**config.mk**
```make
export PLATFORM = sky130hd
export DESIGN_NAME = gtdc_kcalc
export DESIGN_NICKNAME = d
export VERILOG_FILES = /design/src/sv/gtdc_pkg.sv /design/src/sv/gtdc_kcalc.sv
export SDC_FILE = /design/constraint.sdc
export NUM_CORES = 1
export LEC_CHECK = 0
export ABC_CLOCK_PERIOD_IN_PS = 5050
export BUFFER_PORTS_ARGS = -buffer_cell sky130_fd_sc_hd__buf_2
export CAP_MARGIN = 20
export CORE_AREA = 2 2 120 145
export DETAILED_ROUTE_END_ITERATION = 8
export DIE_AREA = 0 0 122 147
export PLACE_DENSITY_LB_ADDON = 0.1
export SYNTH_ARGS = -nofsm -noshare
export SYNTH_HDL_FRONTEND = slang
export SYNTH_SLANG_ARGS = --single-unit
export TNS_END_PERCENT = 5
```
**constraint.sdc**
```tcl
create_clock -name clk -period 5.05 [get_ports clk]
set_input_delay 0.2525 -clock clk [delete_from_list [all_inputs] [get_ports clk]]
set_output_delay 0.2525 -clock clk [all_outputs]
set_load 0.05 [all_outputs]
```
**src/sv/gtdc_pkg.sv**
```systemverilog
// Shared types, constants and tables of the ground temperature core.
`default_nettype none

package gtdc_pkg;

  localparam int CORDIC_STAGES = 20;
  localparam int TAYLOR_TERMS  = 12;

  localparam logic [24:0] YEAR_SECONDS       = 25'd31536000;
  localparam logic [21:0] MONTH_SECONDS      = 22'd2628000;
  localparam logic [20:0] HALF_MONTH_SECONDS = 21'd1314000;
  localparam logic [56:0] KSQ_NUM            = 57'd120432282903000000;
  localparam logic [29:0] INV_TWO_PI_Q32     = 30'd683565276;
  localparam logic [30:0] LOG2E_Q30          = 31'd1549082005;
  localparam logic [29:0] LN2_Q30            = 30'd744261118;
  localparam logic [29:0] CORDIC_GAIN_Q30    = 30'd652032874;

  // Reciprocals of the year for constant division.
  localparam logic [15:0] YEAR_RECIP_Q40 = 16'((64'd1 << 40) / 64'(YEAR_SECONDS));
  localparam logic [32:0] YEAR_RECIP_Q57 = 33'((64'd1 << 57) / 64'(YEAR_SECONDS));

  // Pipeline latencies.
  localparam int FRONT_LAT  = 9;
  localparam int EXP_LAT    = 3 * TAYLOR_TERMS + 3;
  localparam int CORDIC_LAT = CORDIC_STAGES + 2;
  localparam int ALIGN_LAT  = EXP_LAT - CORDIC_LAT;
  localparam int FINAL_LAT  = 3;
  localparam int PIPE_LAT   = FRONT_LAT + EXP_LAT + FINAL_LAT;

  typedef enum logic [1:0] {
    CFG_MEAN_TEMP,
    CFG_SWING_AMPLITUDE,
    CFG_SOIL_DIFFUSIVITY,
    CFG_PHASE_SHIFT
  } cfg_index_t;

  typedef enum logic [1:0] {
    KC_DIV,
    KC_SQRT,
    KC_DONE
  } kc_state_t;

  typedef struct packed {
    logic        action;
    logic [15:0] depth;
    logic [31:0] time_seconds;
    logic [3:0]  month;
  } gtdc_in_t;

  typedef struct packed {
    logic signed [15:0] temperature;
    logic               bad_month;
  } gtdc_out_t;

  typedef struct packed {
    logic [31:0] phase;
    logic [24:0] xq;
    logic        big;
    logic        bad;
  } gtdc_front_t;

  typedef logic [CORDIC_STAGES-1:0][31:0] atan_tbl_t;

  // atan(2^-i) in 32-bit turns, from the integer arctangent series in Q60.
  function automatic atan_tbl_t build_atan_tbl();
    atan_tbl_t   tbl;
    logic [63:0] acc;
    logic [63:0] term;
    int          sh;
    for (int i = 0; i < CORDIC_STAGES; i++) begin
      if (i == 0) begin
        tbl[i] = 32'd1 << 29;
      end else begin
        acc = 64'd0;
        for (int n = 0; n < 61; n++) begin
          sh = i * (2 * n + 1);
          if (sh <= 60) begin
            term = ((64'd1 << 60) >> sh) / 64'(2 * n + 1);
            if ((n % 2) == 1) acc = acc - term;
            else              acc = acc + term;
          end
        end
        tbl[i] = 32'(((acc >> 28) * 64'(INV_TWO_PI_Q32)) >> 32);
      end
    end
    return tbl;
  endfunction

  localparam atan_tbl_t ATAN_TBL = build_atan_tbl();

endpackage

`default_nettype wire

```
**src/sv/gtdc_kcalc.sv**
```systemverilog
// Sequential divider and square root that derive the depth damping constant.
`default_nettype none

module gtdc_kcalc import gtdc_pkg::*; (
  input  wire logic        clk,
  input  wire logic        rst,
  input  wire logic        start,
  input  wire logic [23:0] diffusivity,
  output logic      [28:0] kq,
  output logic             k_ready
);

  localparam int DIV_BITS   = 57;
  localparam int SQRT_STEPS = 29;

  kc_state_t   state, state_next;
  logic [5:0]  cnt;
  logic [24:0] rem;
  logic [57:0] acc;
  logic [28:0] root;
  logic [31:0] srem;

  logic [23:0] divisor;
  logic [5:0]  kidx;
  logic [25:0] dshift;
  logic        dge;
  logic [31:0] sshift;
  logic [31:0] trial;
  logic        sge;

  assign divisor = (diffusivity == 24'd0) ? 24'd1 : diffusivity;
  assign kidx    = 6'(DIV_BITS - 1) - cnt;
  assign dshift  = {rem, KSQ_NUM[kidx]};
  assign dge     = dshift >= {2'b00, divisor};
  assign sshift  = {srem[29:0], acc[57:56]};
  assign trial   = {1'b0, root, 2'b01};
  assign sge     = sshift >= trial;

  always_comb begin
    state_next = state;
    priority if (start) begin
      state_next = KC_DIV;
    end else begin
      unique case (state)
        KC_DIV:  if (cnt == 6'(DIV_BITS - 1)) state_next = KC_SQRT;
        KC_SQRT: if (cnt == 6'(SQRT_STEPS - 1)) state_next = KC_DONE;
        KC_DONE: state_next = KC_DONE;
        default: state_next = KC_DIV;
      endcase
    end
  end

  always_comb begin
    k_ready = (state == KC_DONE);
    kq      = root;
  end

  always_ff @(posedge clk) begin
    if (rst) begin
      state <= KC_DIV;
    end else begin
      state <= state_next;
    end
  end

  always_ff @(posedge clk) begin
    if (rst || start) begin
      cnt  <= '0;
      rem  <= '0;
      acc  <= '0;
      root <= '0;
      srem <= '0;
    end else begin
      unique case (state)
        KC_DIV: begin
          rem <= dge ? 25'(dshift - {2'b00, divisor}) : dshift[24:0];
          acc <= {acc[56:0], dge};
          cnt <= (cnt == 6'(DIV_BITS - 1)) ? 6'd0 : cnt + 6'd1;
        end
        KC_SQRT: begin
          srem <= sge ? sshift - trial : sshift;
          root <= {root[27:0], sge};
          acc  <= {acc[55:0], 2'b00};
          cnt  <= cnt + 6'd1;
        end
        KC_DONE: cnt <= cnt;
        default: cnt <= '0;
      endcase
    end
  end

endmodule

`default_nettype wire

```
=== After elaboration in Yosys (flattened, before gate mapping) ===
Memories as Yosys holds them, arrays and structs flattened.
Index checks and enable logic that the tools add are counted.

* Register bits after elaboration: 150
* Memory bits (read-only): 64
* Input port bits: 27
* Output and inout bits: 30
* Word-level logic and storage cells: 36
* Memories: 1

* $add $sub $neg: 4
* Magnitude comparators: 3
* Eq/ne operators: 6
* Multiplexer cells: 10
* Reductions and logical operators: 6

{| class="wikitable"
|+ Memories
! name !! depth !! bits a word !! read ports !! clocked after Yosys merged registers in !! write ports !! RTL line !! RTL
|-
| (name not given) || 64 || 1 || 1 || 0 || 0 || gtdc_kcalc.sv:33 || <nowiki>assign dshift = {rem, KSQ_NUM[kidx]};</nowiki>
|}

{| class="wikitable"
|+ Operators by type and width
! cell !! number
|-
| 58-bit case mux with 2 select lines || 1
|-
| 32-bit by 31-bit >= comparator with 1-bit output || 1
|-
| 30-bit 2-to-1 mux || 1
|-
| 30-bit subtractor || 1
|-
| 26-bit by 24-bit >= comparator with 1-bit output || 1
|-
| 25-bit 2-to-1 mux || 1
|-
| 25-bit by 24-bit subtractor with 25-bit output || 1
|-
| 24-bit logical NOT || 1
|-
| 24-bit 2-to-1 mux || 1
|-
| 6-bit case mux with 3 select lines || 1
|-
| 6-bit by 7-bit < comparator with 1-bit output (second input constant) || 1
|-
| 6-bit by 1-bit adder with 6-bit output (second input constant) || 1
|-
| 6-bit by 5-bit equality test with 1-bit output (second input constant) || 1
|-
| 6-bit equality test (second input constant) || 1
|-
| 6-bit 2-to-1 mux || 1
|-
| 2-bit case mux with 3 select lines || 1
|-
| 6-bit subtractor (first input constant) || 1
|-
| 2-bit 2-to-1 mux || 2
|-
| 2-bit != test (second input constant) || 2
|-
| 2-bit by 1-bit equality test with 1-bit output (second input constant) || 1
|-
| 2-bit equality test (second input constant) || 1
|-
| 2-bit logical NOT || 1
|-
| 2-bit AND reduction || 1
|-
| 2-bit nonzero test || 1
|-
| other kinds (3) || 3
|}

=== Depth between registers and ports, before layout ===
* Depth in word-level cells: 5
* Depth in mapped cells: 21
* Mapped depth without buffers: 19

=== Least setup slack after synthesis ===
Ideal clock, no wire load.

* Kind: register to register
* Start: register cnt[0]
* End: register rem[13]
* Library setup time: 0.132 ns
* Arrival: 4.052 ns
* Required time: 4.918 ns
* Slack: 0.866 ns
* Stages on the path, launching flop included: 22
* Buffers on the path: 2
* Clock period less this slack: 4.184 ns
* Cells stage by stage: dfxtp_1 -> inv_1 -> ha_1 -> inv_1 -> ha_1 -> mux2_2 -> a31oi_1 -> o311ai_0 -> and3_1 -> ha_1 -> inv_1 -> fa_1 -> a21oi_1 -> o21ai_2 -> a211oi_4 -> o311ai_2 -> o311ai_4 -> and2_1 -> buf_4 -> buf_6 -> mux2i_1 -> a21oi_1

* Cells in the longest elaborated chain, start to end: 5
* Elaborated cells between the ends (all ways): 6
* Classes of those cells: 2 x add/sub; 1 x order compare; 2 x mux; 1 x memory

{| class="wikitable"
|+ RTL lines
! what !! RTL line !! RTL
|-
| from (decl) || gtdc_kcalc.sv:17 || <nowiki>logic [5:0] cnt;</nowiki>
|-
| from (signal assigned) || gtdc_kcalc.sv:78 || <nowiki>cnt <= (cnt == 6'(DIV_BITS - 1)) ? 6'd0 : cnt + 6'd1;</nowiki>
|-
| from (signal assigned) || gtdc_kcalc.sv:84 || <nowiki>cnt <= cnt + 6'd1;</nowiki>
|-
| from (signal assigned) || gtdc_kcalc.sv:86 || <nowiki>KC_DONE: cnt <= cnt;</nowiki>
|-
| 6-bit subtractor * || gtdc_kcalc.sv:32 || <nowiki>assign kidx = 6'(DIV_BITS - 1) - cnt;</nowiki>
|-
| memory read 64 x 1 bit * || - ||
|-
| 1-bit 2-to-1 mux (not written as such) * || gtdc_kcalc.sv:33 ||
|-
| 25-bit by 24-bit subtractor with 25-bit output / 26-bit by 24-bit >= comparator with 1-bit output (equally long branches) || gtdc_kcalc.sv:76, gtdc_kcalc.sv:34 ||
|-
| 25-bit 2-to-1 mux * || gtdc_kcalc.sv:76 || <nowiki>rem <= dge ? 25'(dshift - {2'b00, divisor}) : dshift[24:0];</nowiki>
|-
| to (signal assigned) || gtdc_kcalc.sv:76 ||
|-
| to (decl) || gtdc_kcalc.sv:18 || <nowiki>logic [24:0] rem;</nowiki>
|}

Mark *: on every way between the ends. The rest lies on a longest branch, timed or not. The select of a mux whose other input is x is not followed.
A chain may end at the register's enable or synchronous reset.

=== Worst setup path in the final report ===
* Start: register cnt[0]
* End: register rem[0]

Same word-level chain as after synthesis.

==> results.toml <==
[outcome]
status = "complete, no violations"

[yosys]
ys_ff_latch = 150
synthesis.nets = 1369
synthArstFlopShare_pct = 0
synthTopCellsByArea = "dfxtp_1 30%, mux2i_1 11%, ha_1 7.8%, nor2_1 7.4%, a21oi_1 6.1%"
syn_inst = 1278
ys.warnings.count = 0
ys_types = 80
netlist_area_um2 = 10100
ys.flop_type = "dfxtp_1"
yosysTopAreaCell = "dfxtp_1"
yosysSeqAreaShare_pct = 29.7
syn_avg_cell_area_um2 = 7.90
netlist.area_leader.share_pct = 29.7
synth_edf_count = 0

[clock_tree]
cts_hold_buf = 0
ctsResizeCount = 0
clk_pin_slew_worst_paths_ns = 0.07
clk_latency_ns = 0.43
cts.htree.levels = 4
postCtsSetupBuffers = 0
cts_buffers = 17
cts_buffer_depth = 2
cts_tree = "yes"
clkSinkCount = 150
cts-root-buf = "clkbuf_16"

[global_routing]
grt.overflow.total = 0
grt_pass1_wl_mm = 38.0
grt_max_degree = 86
grt_antenna_before_repair = 0
grt.total_usage_pct = 25.5
first_global_vias = 8222

[routing]
drtPass1Iterations = 5
post-route-drc-count = 0
drtAntennaViolNets = 0
drt-total-wl_mm = 23.1
drtIter0Drc = 444
vias = 9001
avgRoutedWirePerCell_um = 15.2
vias_per_cell = 5.94

[critical_path]
endpoint_kind = "flip-flop"
reg2reg_depth = 20
r2r-start = "cnt[0]$_SDFFE_PP0N_"
critPathSlowestCell = "dfxtp_2"
crit_type = "flip-flop to flip-flop"
critical_path_buf_inv_count = 4
crit_path_max_fanout = 20
worst_ep_arrival_time_ns = 5.03
critPathMaxStageDelay_ns = 0.40
start_kind = "flip-flop"
r2r_setup_slack_ns = 0.37
crit_required_ns = 5.40
r2r_end = "rem[0]$_SDFFE_PP0P_"
critical_path.top_delay_family = "compound AO/OA/AOI/OAI gates"
crit_chain = "inv_1, ha_1, inv_1, ha_1, mux2_2, a31oi_1, o311ai_0, and3_1, ha_1, inv_1, fa_1, a21oi_1, o21ai_2, a211oi_4, o311ai_2, o311ai_4, and2_1, buf_12, mux2_2, o21ai_0"

[floorplanning]
die_area_um2 = 17900
die_h_um = 147
placementRows = 52
io_pins = 57
die_w_um = 122
core_area_um2 = 16600
floorplan.initialDensity_pct = 60.9

[sta]
maxSlewViolCount = 0
fmax_mhz = 214
whs_ns = 0.423
setup_violations = 0
clock_skew_ns = 0.0118
fin_crit_ns = 4.68
period_share_pct = 92.6
hold_violations = 0
tightestPinTransition_ns = 1.02
relSlewSlack_pct = 30.3
setup_tns_ns = 0
rsz0062_at_grt = "false"

[hold_path]
hold_depth = 5
hold_class = "primary input to flip-flop"
min-delay-start = "rst"
hold_end = "rem[10]$_SDFFE_PP0P_"

[placed_design]
port_buffers = 56
place.gp.congestion = 0.940
place_hpwl_mm = 16.1

[final_layout]
nNetsFinal = 1380
syn_to_final_growth_pct = 8.60
drive_gt1_share_pct = 10.0
seq_area_um2 = 3010
multiInputGateArea_um2 = 6450
fill_cells = 1511
antenna_cells = 0

[pwr]
ir_worst_vdd_mv = 0.217
pwr_density_cell_nw_per_um2 = 236
leakagePower_nw = 4.97

[flow_run]
cap_violations = 0
-- stage by stage --
step / util, % / total power, W / cells / setup slack (ns) / cell area (µm²)
6_report: 66.1 / 0.00259 / 1516 / 0.375 / 11000
4_1_cts: 66.1 / 0.00260 / 1516 / 0.320 / 11000
3_3_place_gp: 62.5 / 0.00133 / 1486 / 0.465 / 10400
5_1_grt: 66.1 / 0.00266 / 1516 / 0.0698 / 11000
2_1_floorplan: - / 0.00130 / 1278 / 0.866 / 10100
3_5_place_dp: 62.5 / 0.00133 / 1486 / 0.344 / 10400
-- synthesized netlist by cell type, drive strengths merged, types with 3 or more instances --
| cell | instances |
|---|---|
| and4 | 4 |
| o41ai | 4 |
| or2 | 3 |
| nor3 | 16 |
| nand2b | 7 |
| a21oi | 123 |
| nand4 | 10 |
| o211ai | 11 |
| nand2 | 94 |
| or3 | 8 |
| dfxtp | 150 |
| nor2b | 6 |
| nor2 | 201 |
| a211o | 5 |
| nor4 | 8 |
| nand3 | 23 |
| a311oi | 12 |
| xnor2 | 33 |
| mux2i | 109 |
| a31oi | 25 |
| xor2 | 12 |
| and3 | 13 |
| o21a | 11 |
| a2111oi | 8 |
| buf | 21 |
| a211oi | 14 |
| a21o | 25 |
| ha | 63 |
| o31ai | 10 |
| inv | 77 |
| and2 | 4 |
| o311ai | 4 |
| clkbuf | 50 |
| o21bai | 8 |
| o21ai | 70 |
-- worst register-to-register path: stages, from the launching register on --
cell	delay, ns
dfxtp_2	0.40
inv_1	0.09
ha_1	0.24
inv_1	0.08
ha_1	0.28
mux2_2	0.25
a31oi_1	0.07
o311ai_0	0.11
and3_1	0.23
ha_1	0.18
inv_1	0.06
fa_1	0.39
a21oi_1	0.28
o21ai_2	0.13
a211oi_4	0.39
o311ai_2	0.21
o311ai_4	0.30
and2_1	0.25
buf_12	0.19
mux2_2	0.35
o21ai_0	0.12
-- per-layer routing --
| layer | vias up | global-route usage, % | share of wire [%] |
|---|---|---|---|
| li1 | 4577 | - | - |
| met1 | 4226 | 32.0 | 45 |
| met2 | 178 | 45.3 | 50 |
| met3 | 20 | 3.96 | 3.3 |
| met4 | 0 | 6.49 | 1.2 |
| met5 | - | 0 | 0 |
-- power breakdown --
part | switching, W | total, W | internal, W
sequential | 0.00000268 | 0.00119 | 0.00118
clock | 0.000529 | 0.00128 | 0.000746
combinational | 0.0000778 | 0.000123 | 0.0000448
-- how the worst max path moves through the flow --
stage	startpoint	end	cells after the start
6_report	cnt[0]$_SDFFE_PP0N_	rem[0]$_SDFFE_PP0P_	20
5_1_grt	cnt[0]$_SDFFE_PP0N_	rem[0]$_SDFFE_PP0P_	20
4_1_cts	cnt[0]$_SDFFE_PP0N_	rem[0]$_SDFFE_PP0P_	20
3_5_place_dp	cnt[0]$_SDFFE_PP0N_	rem[0]$_SDFFE_PP0P_	20
3_3_place_gp	cnt[0]$_SDFFE_PP0N_	rem[0]$_SDFFE_PP0P_	20
2_1_floorplan	cnt[0]$_SDFFE_PP0N_	rem[13]$_SDFFE_PP0P_	21
-- kinds of logic (layout without fill, tap and decap cells) --
group	after synthesis	in the layout	share of synthesized area [%]
and+or+nand+nor	408	408	18.1
AOI/OAI and AO/OA	349	349	22.5
buffers and inverters	151	173	6.72
DFF	150	150	29.7
muxes	111	111	11.0
adders and majority gates	64	64	8.01
xor gates and xnor gates	45	45	3.90
-- final cells by class --
cell class | count | area share [%]
clock buffer | 18 | 4.01
clock inverter | 12 | 1.35
inverter | 77 | 2.64
multi-input combinational | 977 | 58.8
sequential | 150 | 27.4
tap | 216 | 2.46
timing repair buffer | 66 | 3.35
-- layout by cell type (no fill, tap or decap), types with 25 or more instances in the layout --
cell and instances:
o21ai_0 68, a31oi_1 25, ha_1 61, mux2i_1 109, inv_1 77, nor2_1 199
dfxtp_1 148, buf_2 56, a21oi_1 123, nand2_1 93, xnor2_1 33
-- sequential cells by signal, indices dropped and copies added, names as in the netlist --
register	flops
acc	58
srem	30
kq	29
rem	25
cnt	6
state	2
Note: power is estimated with default switching activity, not from simulation.
