$ cat src/sv/gtdc_pkg.sv
// Shared types, constants and tables of the ground temperature core.
`default_nettype none

package gtdc_pkg;

  localparam int CORDIC_STAGES = 20;
  localparam int TAYLOR_TERMS  = 12;

  localparam logic [24:0] YEAR_SECONDS       = 25'd31536000;
  localparam logic [21:0] MONTH_SECONDS      = 22'd2628000;
  localparam logic [20:0] HALF_MONTH_SECONDS = 21'd1314000;
  localparam logic [56:0] KSQ_NUM            = 57'd120432282903000000;
  localparam logic [29:0] INV_TWO_PI_Q32     = 30'd683565276;
  localparam logic [30:0] LOG2E_Q30          = 31'd1549082005;
  localparam logic [29:0] LN2_Q30            = 30'd744261118;
  localparam logic [29:0] CORDIC_GAIN_Q30    = 30'd652032874;

  // Reciprocals of the year for constant division.
  localparam logic [15:0] YEAR_RECIP_Q40 = 16'((64'd1 << 40) / 64'(YEAR_SECONDS));
  localparam logic [32:0] YEAR_RECIP_Q57 = 33'((64'd1 << 57) / 64'(YEAR_SECONDS));

  // Pipeline latencies.
  localparam int FRONT_LAT  = 9;
  localparam int EXP_LAT    = 3 * TAYLOR_TERMS + 3;
  localparam int CORDIC_LAT = CORDIC_STAGES + 2;
  localparam int ALIGN_LAT  = EXP_LAT - CORDIC_LAT;
  localparam int FINAL_LAT  = 3;
  localparam int PIPE_LAT   = FRONT_LAT + EXP_LAT + FINAL_LAT;

  typedef enum logic [1:0] {
    CFG_MEAN_TEMP,
    CFG_SWING_AMPLITUDE,
    CFG_SOIL_DIFFUSIVITY,
    CFG_PHASE_SHIFT
  } cfg_index_t;

  typedef enum logic [1:0] {
    KC_DIV,
    KC_SQRT,
    KC_DONE
  } kc_state_t;

  typedef struct packed {
    logic        action;
    logic [15:0] depth;
    logic [31:0] time_seconds;
    logic [3:0]  month;
  } gtdc_in_t;

  typedef struct packed {
    logic signed [15:0] temperature;
    logic               bad_month;
  } gtdc_out_t;

  typedef struct packed {
    logic [31:0] phase;
    logic [24:0] xq;
    logic        big;
    logic        bad;
  } gtdc_front_t;

  typedef logic [CORDIC_STAGES-1:0][31:0] atan_tbl_t;

  // atan(2^-i) in 32-bit turns, from the integer arctangent series in Q60.
  function automatic atan_tbl_t build_atan_tbl();
    atan_tbl_t   tbl;
    logic [63:0] acc;
    logic [63:0] term;
    int          sh;
    for (int i = 0; i < CORDIC_STAGES; i++) begin
      if (i == 0) begin
        tbl[i] = 32'd1 << 29;
      end else begin
        acc = 64'd0;
        for (int n = 0; n < 61; n++) begin
          sh = i * (2 * n + 1);
          if (sh <= 60) begin
            term = ((64'd1 << 60) >> sh) / 64'(2 * n + 1);
            if ((n % 2) == 1) acc = acc - term;
            else              acc = acc + term;
          end
        end
        tbl[i] = 32'(((acc >> 28) * 64'(INV_TWO_PI_Q32)) >> 32);
      end
    end
    return tbl;
  endfunction

  localparam atan_tbl_t ATAN_TBL = build_atan_tbl();

endpackage

`default_nettype wire

$ cat src/sv/gtdc_front.sv
// Front pipeline: time reduction, year angle, depth lag and damping argument.
`default_nettype none

module gtdc_front import gtdc_pkg::*; (
  input  wire logic        clk,
  input  wire logic        en,
  input  wire gtdc_in_t    in_word,
  input  wire logic [28:0] kq,
  input  wire logic [24:0] phase_shift,
  output gtdc_front_t      front
);

  logic [24:0] pm;
  logic [31:0] month_t;
  logic        bad_in;

  logic [31:0] s1_t;
  logic [15:0] s1_depth;
  logic        s1_bad;

  logic [7:0]  s2_q;
  logic [31:0] s2_t;
  logic [36:0] s2_xq;
  logic        s2_bad;

  logic [25:0] s3_r;
  logic [24:0] s3_xq;
  logic        s3_big, s3_bad;

  logic [24:0] s4_tm;
  logic [24:0] s4_xq;
  logic        s4_big, s4_bad;

  logic [24:0] s5_d;
  logic [31:0] s5_lag;
  logic [24:0] s5_xq;
  logic        s5_big, s5_bad;

  logic [31:0] s6_qe, s6_lag;
  logic [24:0] s6_xq;
  logic        s6_big, s6_bad;

  logic [31:0] s7_qe, s7_lag;
  logic [25:0] s7_pl;
  logic [24:0] s7_xq;
  logic        s7_big, s7_bad;

  logic [31:0] s8_turn, s8_lag;
  logic [24:0] s8_xq;
  logic        s8_big, s8_bad;

  logic [47:0] q1_prod;
  logic [44:0] xq_prod;
  logic [31:0] yq;
  logic [54:0] lag_prod;
  logic [57:0] qe_prod;
  logic [25:0] rem26;

  // Fold a phase shift beyond one year back into the year.
  assign pm = (phase_shift >= YEAR_SECONDS) ? phase_shift - YEAR_SECONDS : phase_shift;

  assign month_t = 32'(32'(MONTH_SECONDS) * 32'(in_word.month)) - 32'(HALF_MONTH_SECONDS);
  assign bad_in  = in_word.action && ((in_word.month == 4'd0) || (in_word.month > 4'd12));

  assign q1_prod  = 48'(s1_t) * 48'(YEAR_RECIP_Q40);
  assign xq_prod  = 45'(s1_depth) * 45'(kq);
  assign yq       = 32'(s2_q) * 32'(YEAR_SECONDS);
  assign lag_prod = 55'(s4_xq) * 55'(INV_TWO_PI_Q32);
  assign qe_prod  = 58'(s5_d) * 58'(YEAR_RECIP_Q57);
  assign rem26    = 26'd0 - s7_pl;

  always_ff @(posedge clk) begin
    if (en) begin
      s1_t     <= in_word.action ? month_t : in_word.time_seconds;
      s1_depth <= in_word.depth;
      s1_bad   <= bad_in;

      s2_q   <= q1_prod[47:40];
      s2_t   <= s1_t;
      s2_xq  <= xq_prod[44:8];
      s2_bad <= s1_bad;

      s3_r   <= 26'(s2_t - yq);
      s3_xq  <= s2_xq[24:0];
      s3_big <= |s2_xq[36:25];
      s3_bad <= s2_bad;

      s4_tm  <= (s3_r >= 26'(YEAR_SECONDS)) ? 25'(s3_r - 26'(YEAR_SECONDS)) : s3_r[24:0];
      s4_xq  <= s3_xq;
      s4_big <= s3_big;
      s4_bad <= s3_bad;

      s5_d   <= (s4_tm >= pm) ? s4_tm - pm
                              : 25'(26'(s4_tm) + 26'(YEAR_SECONDS) - 26'(pm));
      s5_lag <= lag_prod[51:20];
      s5_xq  <= s4_xq;
      s5_big <= s4_big;
      s5_bad <= s4_bad;

      s6_qe  <= qe_prod[56:25];
      s6_lag <= s5_lag;
      s6_xq  <= s5_xq;
      s6_big <= s5_big;
      s6_bad <= s5_bad;

      s7_pl  <= 26'(64'(s6_qe) * 64'(YEAR_SECONDS));
      s7_qe  <= s6_qe;
      s7_lag <= s6_lag;
      s7_xq  <= s6_xq;
      s7_big <= s6_big;
      s7_bad <= s6_bad;

      // Estimate is exact or one low; the remainder tells which.
      s8_turn <= s7_qe + 32'(rem26 >= 26'(YEAR_SECONDS));
      s8_lag  <= s7_lag;
      s8_xq   <= s7_xq;
      s8_big  <= s7_big;
      s8_bad  <= s7_bad;

      front.phase <= s8_turn - s8_lag;
      front.xq    <= s8_xq;
      front.big   <= s8_big;
      front.bad   <= s8_bad;
    end
  end

endmodule

`default_nettype wire

$ cat config.mk
export PLATFORM = sky130hd
export DESIGN_NAME = gtdc_front
export DESIGN_NICKNAME = d
export VERILOG_FILES = /design/src/sv/gtdc_pkg.sv /design/src/sv/gtdc_front.sv
export SDC_FILE = /design/constraint.sdc
export NUM_CORES = 2
export LEC_CHECK = 0
export BUFFER_PORTS_ARGS = -buffer_cell sky130_fd_sc_hd__clkbuf_2
export CAP_MARGIN = 0
export CORE_UTILIZATION = 39
export CTS_CLUSTER_SIZE = 12
export DETAILED_ROUTE_END_ITERATION = 10
export PLACE_DENSITY_LB_ADDON = 0.1
export SKIP_CTS_REPAIR_TIMING = 1
export SYNTH_ARGS = -nofsm -noshare
export SYNTH_HDL_FRONTEND = slang
export SYNTH_SLANG_ARGS = --single-unit
$ cat constraint.sdc
create_clock -name clk -period 7.5 [get_ports clk]
set_input_delay 0.75 -clock clk [delete_from_list [all_inputs] [get_ports clk]]
set_output_delay 0.75 -clock clk [all_outputs]
set_load 0.01 [all_outputs]
-- Yosys cells after proc, flatten, opt, wreduce, memory -nomap -nowiden
Index checks and enable logic that the tools add are counted.
- add/sub/neg operators: 10
- multiply operators: 7
- div/mod/pow operators: 0
- order comparisons: 5
- equality and inequality tests: 0
- shifts and indexed selects: 0
- muxes and demuxes: 4
- bitwise gates (word level): 0
- reductions and logical operators: 4
- operator list (operator ; number):
    25-bit two-way mux ; 3
    25-bit by 33-bit multiplier with 57-bit output, second input constant ; 1
    26-bit by 25-bit greater-or-equal comparator with 1-bit output, second input constant ; 2
    25-bit by 28-bit multiplier with 50-bit output, second input constant ; 1
    25-bit subtractor ; 2
    25-bit subtractor, second input constant ; 2
    32-bit by 16-bit multiplier with 48-bit output, second input constant ; 1
    16-bit by 29-bit multiplier with 45-bit output ; 1
    32-bit by 1-bit adder with 32-bit output ; 1
    32-bit by 18-bit multiplier with 19-bit output, second input constant ; 1
    32-bit two-way mux ; 1
    32-bit subtractor ; 1
    26-bit by 21-bit subtractor with 27-bit output, second input constant ; 1
    1-bit by 26-bit subtractor with 26-bit output, first input constant ; 1
    26-bit subtractor ; 1
    25-bit adder, second input constant ; 1
    25-bit greater-or-equal comparator ; 1
    25-bit greater-or-equal comparator, second input constant ; 1
    17-bit by 4-bit multiplier with 21-bit output, first input constant ; 1
    8-bit by 18-bit multiplier with 19-bit output, second input constant ; 1
    12-bit OR reduction ; 1
    4-bit greater-than comparator, second input constant ; 1
    4-bit logical NOT ; 1
    1-bit logical AND ; 1
    1-bit logical OR ; 1
- flip-flop bits (word level): 661
- latch bits: 0
- RAM bits: 0
- bits in read-only memories: 0
- input bits: 109
- output and inout port bits: 59
- memories: 0

-- Logic depth before layout (Yosys ltp)
- word-level depth: 4
- mapped depth: 26

-- Worst setup path before layout
Ideal clock, no wire load.
- path type: reg-to-reg
- start point: reg s5_d[19]
- end point: reg s6_qe[26] (data pin)
- arrival: 6585 ps
- data required time: 7238 ps
- path slack: 652 ps
- cell stages (with the launch flop): 23
- buffers on the path: 0
- clock period less this slack: 6848 ps
- cells stage by stage: edfxtp_1 fa_1 fa_1 fa_1 fa_1 inv_1 fa_1 inv_1 fa_1 inv_1 fa_1 inv_1 ha_1 and2_4 a221o_1 o221ai_1 and4_1 a21oi_1 a21o_1 a31o_2 a221oi_4 o21bai_1 xor2_1
- longest elaborated chain between the ends: 1
- RTL lines (element ; RTL line ; text):
    start, declared ; gtdc_front.sv:34 ; logic [24:0] s5_d;
    start signal, assigned ; gtdc_front.sv:93 ; s5_d <= (s4_tm >= pm) ? s4_tm - pm
    25-bit by 33-bit multiplier with 57-bit output ; gtdc_front.sv:69 ; assign qe_prod = 58'(s5_d) * 58'(YEAR_RECIP_Q57);
    named net qe_prod[51] ; gtdc_front.sv:56 ; logic [57:0] qe_prod;
    end signal, assigned ; gtdc_front.sv:100 ; s6_qe <= qe_prod[56:25];
    end, declared ; gtdc_front.sv:39 ; logic [31:0] s6_qe, s6_lag;
The timed path passes the listed nets, and every way through them passes these cells.
A chain may end at the register's enable or synchronous reset.

-- Worst setup path in the final report
Ends and elaborated chain as after synthesis.

==> reports/qor.json <==
{
  "finish": {
    "sequential_cell_area_um2": 19820,
    "fillers": 17890,
    "mostFrequentLayoutCell": "sky130_fd_sc_hd__inv_1",
    "multi_input_area_um2": 48060,
    "final_nets": 9260,
    "layout-drive-gt1-share_pct": 6.577,
    "areaGrowthSynthToFinish_pct": 9.813,
    "mostFrequentLayoutCells": "1585 x sky130_fd_sc_hd__inv_1, 1206 x sky130_fd_sc_hd__ha_1, 1015 x sky130_fd_sc_hd__fa_1"
  },
  "grt": {
    "grt_pass1_wl_mm": 273.4,
    "grt.overflow.total": 0,
    "grt_max_degree": 192,
    "groute.usage.overall_pct": 18.31,
    "grt_pass1_vias": 48970,
    "number_of_antenna_violations_at_the_first_check_in_global_routing": 1
  },
  "clock_tree": {
    "worst_setup_hold_path_clk_slew_ns": 0.06,
    "cts_num_sinks": 660,
    "clock_tree.root_cell": "sky130_fd_sc_hd__clkbuf_16",
    "cts.path.max_buffers": 3,
    "cts.htree.levels": 3,
    "worst_skew_pair.late_latency_ns": 0.71,
    "clock_tree_from_tritoncts": "done",
    "cts_inserted_buffers": 83
  },
  "drt": {
    "first_iter_violations": 2077,
    "vias": 45100,
    "viasPerCell": 4.752,
    "drt-total-wl_mm": 170.5,
    "wl_per_cell_um": 17.97,
    "remaining_drc_errors": 0,
    "drt_first_pass_iters": 5,
    "ant_nets": 0
  },
  "worst_setup_path": {
    "cp_common_cell": "sky130_fd_sc_hd__fa_1",
    "cp_slowest_stage_delay_ns": 0.56,
    "r2r_slack_ns": 0.36,
    "cp.arrival_ns": 7.58,
    "cp-startpoint": "s5_d[19]",
    "worstSetupPathType": "reg2reg",
    "crit_required_ns": 7.94,
    "reg2reg_from": "s5_d[19]",
    "critical_path_peak_fanout": 5,
    "slowest_stage": "sky130_fd_sc_hd__fa_1",
    "timing.reg2reg.worst_path_depth": 22,
    "chain_of_cells_forming_the_critical_path": "fa_1 > fa_1 > fa_1 > fa_1 > inv_1 > fa_1 > inv_1 > fa_1 > inv_1 > fa_1 > inv_1 > ha_1 > and2_4 > a221o_1 > o221ai_1 > and4_1 > a21oi_1 > a21o_1 > a31o_2 > a221oi_4 > o21bai_1 > xor2_1",
    "worstSetupStartpointType": "register",
    "end_kind": "register",
    "worstReg2RegEnd": "s6_qe[26]"
  },
  "timing": {
    "fin_worst_skew_ns": 0.04353,
    "max_slew.worst_pin.slew_ns": 0.9946,
    "min_period_ns": 7.143,
    "max_freq_mhz": 140.0,
    "finalCritPeriodShare_pct": 95.24,
    "drv_slew": 0,
    "rsz0062_at_grt": "no",
    "slew-limit-headroom_pct": 33.69,
    "setup_viol": 0,
    "total_neg_setup_slack_ns": 0,
    "final_hold_viol_count": 0
  },
  "hold_path": {
    "holdCritStartpoint": "in_word[49]",
    "hold_path_depth": 1,
    "destination_of_the_worst_hold_path": "s1_depth[13]",
    "worstHoldPathType": "in2reg"
  },
  "synth": {
    "mappedNetlistNets": 8984,
    "async_reset_ff_share_pct": 0,
    "synth_area_um2": 74180,
    "synth-edff-count": 660,
    "ys_warn_count": 0,
    "synth_cells": 6654,
    "postSynthRegisterBits": 660,
    "yosysSeqAreaShare_pct": 26.72,
    "yosys_most_used_dff": "sky130_fd_sc_hd__edfxtp_1",
    "avgSynthCellArea_um2": 11.15,
    "synth.lib_cells_used.distinct": 80
  },
  "floorplanning": {
    "io_pins": 168,
    "initial_core_util_pct": 39.37,
    "die_x_um": 438.1,
    "core-area_um2": 188400,
    "die-area_um2": 192000,
    "dieHeight_um": 438.1,
    "placementRows": 159
  },
  "placement": {
    "place.detailed.hpwl_mm": 142.8,
    "placement.io_buffers": 167,
    "gp_congestion": 0.8846
  },
  "run": {
    "max_cap_violations": 0
  },
  "run_status": {
    "run_status": "finished clean"
  }
}
-- stage by stage --
stage / utilization (%) / worst slack [ns] / hold WS, ns / instances / cell area, µm²
floorplan: - / 0.6524 / 0.4003 / 6654 / 74180
global placement: 41.76 / 0.3100 / 0.4009 / 9337 / 78680
detailed placement: 41.76 / 0.2205 / 0.4045 / 9337 / 78680
CTS: 43.23 / 0.2047 / 0.1684 / 9486 / 81440
global route: 43.24 / 0.08432 / 0.1952 / 9489 / 81460
finish: 43.24 / 0.3571 / 0.2499 / 9490 / 81460
-- critical path: cells and delay by family (launching register included) --
kind	cells	cell delay (ns)
AND/OR/NAND/NOR	2	0.40
adder cells (fa/ha/maj)	8	4.08
AO/OA/AOI/OAI	7	1.59
buffers and inverters	4	0.22
flip-flops	1	0.42
XOR/XNOR	1	0.15
-- worst max-delay path by stage --
stage	slack [ns]	endpoint	cells past startpoint
after floorplan	0.65	s6_qe[26]	22
after global placement	0.31	s6_qe[26]	24
after detailed placement	0.22	s6_qe[26]	24
after CTS	0.20	s6_qe[26]	24
after global routing	0.08	s6_qe[16]	23
final	0.36	s6_qe[26]	22
-- metal layers --
layer | wire length (µm) | GRT usage, %
met5 | 0 | 0
met4 | 3571 | 4.252
met3 | 7839 | 3.169
met2 | 78850 | 30.04
met1 | 80230 | 25.17
-- Yosys cell counts, types with 26 or more instances --
master	number	area share [%]
sky130_fd_sc_hd__xor2_1	106	1.3
sky130_fd_sc_hd__nor3_1	52	0.35
sky130_fd_sc_hd__a21oi_1	174	1.2
sky130_fd_sc_hd__xnor2_1	199	2.3
sky130_fd_sc_hd__fa_1	1015	27
sky130_fd_sc_hd__inv_1	1585	8.0
sky130_fd_sc_hd__nand2b_1	36	0.30
sky130_fd_sc_hd__nor2b_1	36	0.30
sky130_fd_sc_hd__and3_1	28	0.24
sky130_fd_sc_hd__a31oi_1	26	0.22
sky130_fd_sc_hd__o21a_1	36	0.36
sky130_fd_sc_hd__a21o_1	98	0.99
sky130_fd_sc_hd__clkbuf_1	89	0.45
sky130_fd_sc_hd__o21bai_1	29	0.29
sky130_fd_sc_hd__ha_1	1206	20
sky130_fd_sc_hd__nand3_1	63	0.43
sky130_fd_sc_hd__nand4_1	39	0.33
sky130_fd_sc_hd__and2_1	175	1.5
sky130_fd_sc_hd__nand2_1	452	2.3
sky130_fd_sc_hd__o21ai_0	108	0.73
sky130_fd_sc_hd__nor2_1	153	0.77
sky130_fd_sc_hd__edfxtp_1	660	27
-- state kept, by name (all words and copies together) (netlist names), 32 cells and up --
name	flops
s5_lag	32
s6_lag	32
s7_lag	32
front	59
s6_qe	32
s8_lag	32
s8_turn	32
s7_qe	32
s1_t	32
s2_xq	37
-- area by class of cell --
| type | count | area share (%) |
|---|---|---|
| Antenna cell | 1 | 0.003072 |
| Clock buffer | 97 | 2.614 |
| Clock inverter | 52 | 0.7680 |
| Inverter | 1585 | 7.303 |
| Multi-Input combinational cell | 4316 | 59.00 |
| Sequential cell | 660 | 24.33 |
| Tap cell | 2495 | 3.832 |
| Timing Repair Buffer | 284 | 2.147 |
-- cells by family (layout without fill, tap and decap cells) --
| kind of cell | count (synthesis) | count (layout) | share of synthesized area [%] |
|---|---|---|---|
| flip-flops | 660 | 660 | 26.72 |
| XOR/XNOR | 306 | 306 | 3.631 |
| AND/OR/NAND/NOR | 1130 | 1130 | 7.399 |
| adder cells (fa/ha/maj) | 2221 | 2221 | 47.73 |
| buffers and inverters | 1678 | 2018 | 8.496 |
| AO/OA/AOI/OAI | 645 | 645 | 5.823 |
| other | 0 | 1 | 0 |
| multiplexers | 14 | 14 | 0.2007 |
Power is left out: the tool's default activity adds up to more than one toggle a clock period on the data nets, which glitch-free logic cannot reach.
